--- config.mk ---
export PLATFORM = sky130hd
export DESIGN_NAME = tagged_group_entry_table_top
export DESIGN_NICKNAME = d
export VERILOG_FILES = /design/src/rtl/tget_pkg.sv /design/src/rtl/tget_cell.sv /design/src/rtl/tagged_group_entry_table_top.sv
export SDC_FILE = /design/constraint.sdc
export NUM_CORES = 2
export LEC_CHECK = 0
export ABC_AREA = 1
export BUFFER_PORTS_ARGS = -buffer_cell sky130_fd_sc_hd__buf_2
export CORE_ASPECT_RATIO = 0.5
export CORE_UTILIZATION = 55
export DETAILED_ROUTE_END_ITERATION = 10
export PLACE_DENSITY = 0.72
export SYNTH_ARGS = -nofsm -noshare
export SYNTH_HDL_FRONTEND = slang
export SYNTH_SLANG_ARGS = --single-unit
export TNS_END_PERCENT = 20
--- constraint.sdc ---
create_clock -name clock -period 5.48 [get_ports clock]
set_clock_uncertainty 0.1 [all_clocks]
set_input_delay 0.548 -clock clock [delete_from_list [all_inputs] [get_ports clock]]
set_output_delay 0.548 -clock clock [all_outputs]
set_load 0.01 [all_outputs]
--- src/rtl/tget_pkg.sv ---
package tget_pkg;

   localparam int KEY_W   = 22;
   localparam int GROUP_W = 22;
   localparam int CMD_W   = 3;

   typedef enum logic [CMD_W-1:0] {
      CMD_INSERT = 3'd0,
      CMD_REMOVE = 3'd1,
      CMD_CLEAR  = 3'd2,
      CMD_LOOKUP = 3'd3,
      CMD_QUERY  = 3'd4
   } cmd_type;

   typedef enum logic [1:0] {
      ST_EMPTY   = 2'd0,
      ST_LIVE    = 2'd1,
      ST_RETIRED = 2'd2
   } status_type;

   typedef struct packed {
      logic [CMD_W-1:0]   command;
      logic [KEY_W-1:0]   entry_key;
      logic [GROUP_W-1:0] group_tag;
      logic               pinned;
   } req_type;

   typedef struct packed {
      logic               hit;
      logic [GROUP_W-1:0] group_out;
      logic               none_live;
      logic               table_full;
   } rsp_type;

   // transaction travelling down the chain with its running result
   typedef struct packed {
      logic               valid;
      req_type            req;
      logic               hit;
      logic [GROUP_W-1:0] group_out;
      logic               live_seen;
   } token_type;

endpackage

--- src/rtl/tget_cell.sv ---
module tget_cell (
   input  logic                 clock,
   input  logic                 reset,
   input  tget_pkg::token_type  token_i,
   output tget_pkg::token_type  token_o
);

   tget_pkg::status_type           status_ff, status_in;
   logic [tget_pkg::KEY_W-1:0]     key_ff, key_in;
   logic [tget_pkg::GROUP_W-1:0]   group_ff, group_in;
   logic                           pinned_ff, pinned_in;
   tget_pkg::token_type            token_ff, token_in;

   logic is_live;
   logic key_match;

   assign is_live   = (status_ff == tget_pkg::ST_LIVE);
   assign key_match = (key_ff == token_i.req.entry_key);

   always_comb begin
      status_in = status_ff;
      key_in    = key_ff;
      group_in  = group_ff;
      pinned_in = pinned_ff;
      token_in  = token_i;
      if (token_i.valid) begin
         unique case (token_i.req.command)
            tget_pkg::CMD_INSERT: begin
               // claim the first empty slot reached
               if (!token_i.hit && status_ff == tget_pkg::ST_EMPTY) begin
                  status_in    = tget_pkg::ST_LIVE;
                  key_in       = token_i.req.entry_key;
                  group_in     = token_i.req.group_tag;
                  pinned_in    = token_i.req.pinned;
                  token_in.hit = 1'b1;
               end
            end
            tget_pkg::CMD_REMOVE: begin
               if (!token_i.hit && is_live && key_match) begin
                  token_in.hit = 1'b1;
                  status_in    = pinned_ff ? tget_pkg::ST_RETIRED : tget_pkg::ST_EMPTY;
               end
            end
            tget_pkg::CMD_CLEAR: begin
               if (status_ff != tget_pkg::ST_EMPTY && group_ff == token_i.req.group_tag) begin
                  status_in = tget_pkg::ST_EMPTY;
               end
            end
            tget_pkg::CMD_LOOKUP: begin
               if (!token_i.hit && is_live && key_match) begin
                  token_in.hit       = 1'b1;
                  token_in.group_out = group_ff;
               end
            end
            tget_pkg::CMD_QUERY: begin
               token_in.live_seen = token_i.live_seen | is_live;
            end
            default: begin
               // unknown command: pass through untouched
               token_in = token_i;
            end
         endcase
      end
   end

   always_ff @(posedge clock) begin
      if (reset) begin
         status_ff <= tget_pkg::ST_EMPTY;
         token_ff  <= '0;
      end else begin
         status_ff <= status_in;
         token_ff  <= token_in;
      end
      key_ff    <= key_in;
      group_ff  <= group_in;
      pinned_ff <= pinned_in;
   end

   assign token_o = token_ff;

endmodule

--- src/rtl/tagged_group_entry_table_top.sv ---
// Channel   Handshake            Payload
// request   start / busy         req_data  (tget_pkg::req_type)
// response  rsp_valid (strobe)   rsp_data  (tget_pkg::rsp_type)
//
// After acceptance a transaction walks the chain of slot cells one cell per
// cycle, and the response is strobed for one cycle as busy drops. Synchronous
// reset empties every slot at once. The response cannot be stalled; one
// transaction is in flight at a time.
module tagged_group_entry_table_top #(
   parameter int ENTRIES = 16
) (
   input  logic               clock,
   input  logic               reset,
   input  logic               start,
   output logic               busy,
   input  tget_pkg::req_type  req_data,
   output logic               rsp_valid,
   output tget_pkg::rsp_type  rsp_data
);

   tget_pkg::token_type chain [ENTRIES+1];
   tget_pkg::token_type head_ff, head_in;
   logic                busy_ff, busy_in;
   logic                rsp_valid_ff, rsp_valid_in;
   tget_pkg::rsp_type   rsp_ff, rsp_in;
   tget_pkg::token_type tail;
   logic [ENTRIES:0]    stage_valid;

   assign chain[0] = head_ff;
   assign tail     = chain[ENTRIES];

   for (genvar i = 0; i < ENTRIES; i++) begin : g_cell
      tget_cell u_cell (
         .clock   (clock),
         .reset   (reset),
         .token_i (chain[i]),
         .token_o (chain[i+1])
      );
   end

   for (genvar i = 0; i <= ENTRIES; i++) begin : g_valid
      assign stage_valid[i] = chain[i].valid;
   end

   always_comb begin
      head_in           = '0;
      head_in.valid     = start && !busy_ff;
      head_in.req       = req_data;
      busy_in           = busy_ff;
      rsp_valid_in      = 1'b0;
      rsp_in            = rsp_ff;
      if (start && !busy_ff) begin
         busy_in = 1'b1;
      end
      if (tail.valid) begin
         busy_in              = 1'b0;
         rsp_valid_in         = 1'b1;
         rsp_in.hit           = tail.hit;
         rsp_in.group_out     = tail.group_out;
         rsp_in.none_live     = (tail.req.command == tget_pkg::CMD_QUERY) && !tail.live_seen;
         rsp_in.table_full    = (tail.req.command == tget_pkg::CMD_INSERT) && !tail.hit;
      end
   end

   always_ff @(posedge clock) begin
      if (reset) begin
         head_ff      <= '0;
         busy_ff      <= 1'b0;
         rsp_valid_ff <= 1'b0;
      end else begin
         head_ff      <= head_in;
         busy_ff      <= busy_in;
         rsp_valid_ff <= rsp_valid_in;
      end
      rsp_ff <= rsp_in;
   end

   assign busy      = busy_ff;
   assign rsp_valid = rsp_valid_ff;
   assign rsp_data  = rsp_ff;

   a_one_in_flight: assert property (@(posedge clock) disable iff (reset)
      $onehot0(stage_valid))
      else $error("more than one transaction in the chain");

   a_busy_after_accept: assert property (@(posedge clock) disable iff (reset)
      start && !busy |=> busy)
      else $error("busy not raised after acceptance");

   a_rsp_idle: assert property (@(posedge clock) disable iff (reset)
      rsp_valid |-> !busy)
      else $error("response strobed while still busy");

   a_full_no_hit: assert property (@(posedge clock) disable iff (reset)
      rsp_valid |-> !(rsp_data.table_full && rsp_data.hit))
      else $error("insert reported both placed and full");

   a_group_needs_hit: assert property (@(posedge clock) disable iff (reset)
      rsp_valid && (rsp_data.group_out != '0) |-> rsp_data.hit)
      else $error("group returned without a hit");

endmodule

==> results.md <==
* Number of synthesized flops with an enable pin at approximately 750
* Placed Instance Area at between 0.07 and 0.08 mm^2
* Clock sink count at roughly 2000
* Largest net degree at the start of global routing at approximately 200
* Combinational power share at under 10%
* Worst Tran Pin Value at 1036 ps
* Final Hold Viols at 0
* Layout Nets at ~8600
* Worst path required time at ~6100 ps
* CP arrival at around 3400 ps
* Max Root-Sink Buffers at 3
* Post-synthesis sequential element count at slightly below 2000
* DRC Markers at 0
* Total Neg Setup Slack at 0 ps
* Leak at between 30 and 40 nW
* Async SR Flop Fraction at 0%
* WL/cell at 14.14 um
* Largest cells by area after synthesis: dfxtp_1 (33%), edfxtp_1 (30%), nor2_1 (9.9%)
* Design area at 0.08186 mm^2
* Clock share of power at a little over two fifths
* Flop pwr share at 55.3%
* Die Area at 0.1357 mm^2
* Ports at 78
* WL met1 at 65.80 mm
* Top_reg_cell synth: dfxtp_1
* Peak VDD IR at 343.2 uV
* DR pass1 iterations at 6
* Fin crit share at between 50% and 60%
* FMAX at between 300 and 400 MHz
* Overall Power at 27.33 mW
* Smallest hold slack at roughly 48 ps
* Synthesized area at 0.07377 mm^2
* Buffers on Ports at 77
* Cells after Synth at around 8400
* Most frequent cells in the layout: nor2_1 (1940), nand2_1 (1670), inv_1 (1354)
* Synth-to-Final Area Change at 10.97%
* Met2 wire length at 70.59 mm
* Unique masters post-synth at 48
* Unrepaired setup endpoints after global routing: false
* Initial Util at 55.75%
* Post-Route WL at 147.5 mm
* Commonest non-fill, non-tap cell in the layout: nor2_1
* Setup WS pre-CTS at 2544 ps
* Drt via density at approximately 4.8
* Switching Fraction at 20.40%
* Die Ht at about 260 um
* Worst setup margin at between 2000 and 3000 ps
* TritonCTS Buffers at 161
* Maxcap violations at 0
* Kind of end point of the critical path: flip-flop
* Min Tclk post-route at 2796 ps
* Max-slew violations at 0
* Crit start category: flip-flop
* Die Width at between 500 and 600 um
* Fill count at 11030
* Ant diodes at 0
* Core area at 0.1323 mm^2
* Internal power at roughly 22 mW
* Initial antenna violation count at 1
* Clock Latency Late Sink at a little under 800 ps
* Final setup viols at 0
* Worst Hold Class: primary input to flip-flop
* Gr usage total at 21.67%
* RePlAce Congestion at about 0.9
* Power per Cell Area at roughly 330 mW/mm^2
* DP HPWL at 105.6 mm
* CTS tree: built
* First-pass GRT wire length at around 240 mm
* CTS root buf: clkbuf_16
* Cell taking the most area after synthesis: dfxtp_1
* Vias in the first global route at between 40000 and 50000
* H-tree Lvls at 4
* Critical path type: flip-flop to flip-flop
* Yosys warns at 0
* Clk slew on worst S/H paths at roughly 70 ps
* Total area of sequential cells at 0.04651 mm^2
* Number of cell rows at 94
* Share of cells above drive strength 1 at under 10%
* Crit Path Max Fanout at 23
* Gr ovfl total at 0
* Metal3 WL at between 5 and 6 mm
* Net switching power at between 5 and 6 mW
* Post-route ant nets at 0
* Relative slew margins at between 30 and 40%
* Post-synth top area share at approximately 33%
* Post-synthesis sequential area ratio at roughly 63%
* Via Count at 49680
* Mean Syn Cell Area at 8.797 um^2
* Area occupied by multi-input gates at between 0.02 and 0.025 mm^2
* Post-synthesis net count at roughly 8400
* Drt initial violations at 3120
* Outcome: finished, final reports clean
* Max Used Layer: met4
## path summary, 6_finish.rpt
check                           slack [ps]                           to  cells past startpoint                          from
worst max-delay path                  2680  g_cell[2].u_cell.token_o[1]                     11  g_cell[1].u_cell.token_o[58]
worst min-delay path                    50                  chain[1207]                      3                  req_data[15]
worst max register to register        2680  g_cell[2].u_cell.token_o[1]                     11  g_cell[1].u_cell.token_o[58]
worst min register to register         300                  rsp_data[4]                      0  g_cell[15].u_cell.token_o[3]
## through the flow
| step | utilization (%) | std cells |
|---|---|---|
| global route | 61.87 | 10440 |
| global placement | 57.39 | 10090 |
| floorplan | - | 8386 |
| detailed placement | 57.40 | 10090 |
| CTS | 61.87 | 10440 |
| finish | 61.87 | 10440 |
## power by group through the flow
stage / Combinational, mW / Sequential (mW) / Clock [mW]
floorplan: 0.321 / 15.4 / 0
global placement: 0.444 / 15.4 / 0
detailed placement: 0.451 / 15.4 / 0
CTS: 0.480 / 15.1 / 12.0
global route: 0.538 / 15.1 / 12.5
finish: 0.478 / 15.1 / 11.7
## cell families (layout without fill, tap and decap cells)
group | after synthesis | count (layout) | share of synthesized area (%)
simple gates | 4012 | 4012 | 21.62
flops | 1951 | 1951 | 63.05
buf+inv | 1565 | 1838 | 8.168
compound gates | 648 | 648 | 4.668
xor+xnor | 210 | 210 | 2.493
## state kept, by name (all words and copies together), names as in the netlist
signal	count
g_cell.u_cell.pinned_ff	16
chain	49
g_cell.u_cell.group_ff	352
g_cell.u_cell.key_ff	352
busy	1
g_cell.u_cell.token_o	1123
rsp_valid	1
rsp_data	25
g_cell.u_cell.status_ff	32
## critical path, stage by stage (launching register included)
cell	delay (ps)
dfxtp_1	360
inv_1	70
nand2_1	50
nand2_1	80
nor2_1	110
nand2_1	50
nor2_1	120
nand3_1	200
nor3_4	790
inv_2	410
o21ai_0	280
nor2_1	60
## cell type report
class,count,area share [%]
flip-flops and latches,1951,56.82
multi-input cells,4870,26.01
inverters,1374,6.310
clock buffers,238,5.876
well taps,1776,2.715
repair buffers,166,1.486
clock inverters,60,0.7841
## what timing repair did
| action | CTS | global route |
|---|---|---|
| hold buffers | 46 | 0 |
| hold endpoints to repair | 46 | 0 |
| setup buffers | 0 | 0 |
| gates resized for setup | 0 | 0 |
## layer usage
layer	GRT usage, %	vias up
li1	-	26120
met1	26.92	22220
met2	38.07	984
met3	2.985	355
met4	9.420	0
met5	0	-
## synthesized netlist by cell type, types with 17 or more instances
| library cell | n |
|---|---|
| xor2_1 | 97 |
| a21oi_1 | 114 |
| o21ai_0 | 360 |
| a21oi_2 | 21 |
| nand2_1 | 1670 |
| buf_4 | 17 |
| inv_2 | 19 |
| nor3_1 | 102 |
| nand4_1 | 87 |
| dfxtp_1 | 1206 |
| edfxtp_1 | 745 |
| nand3_1 | 126 |
| nor4_1 | 17 |
| inv_1 | 1355 |
| buf_2 | 27 |
| o21ai_1 | 109 |
| nor2_1 | 1942 |
| xnor2_1 | 113 |
| clkbuf_1 | 136 |
Note: power is estimated with default switching activity, not from simulation.
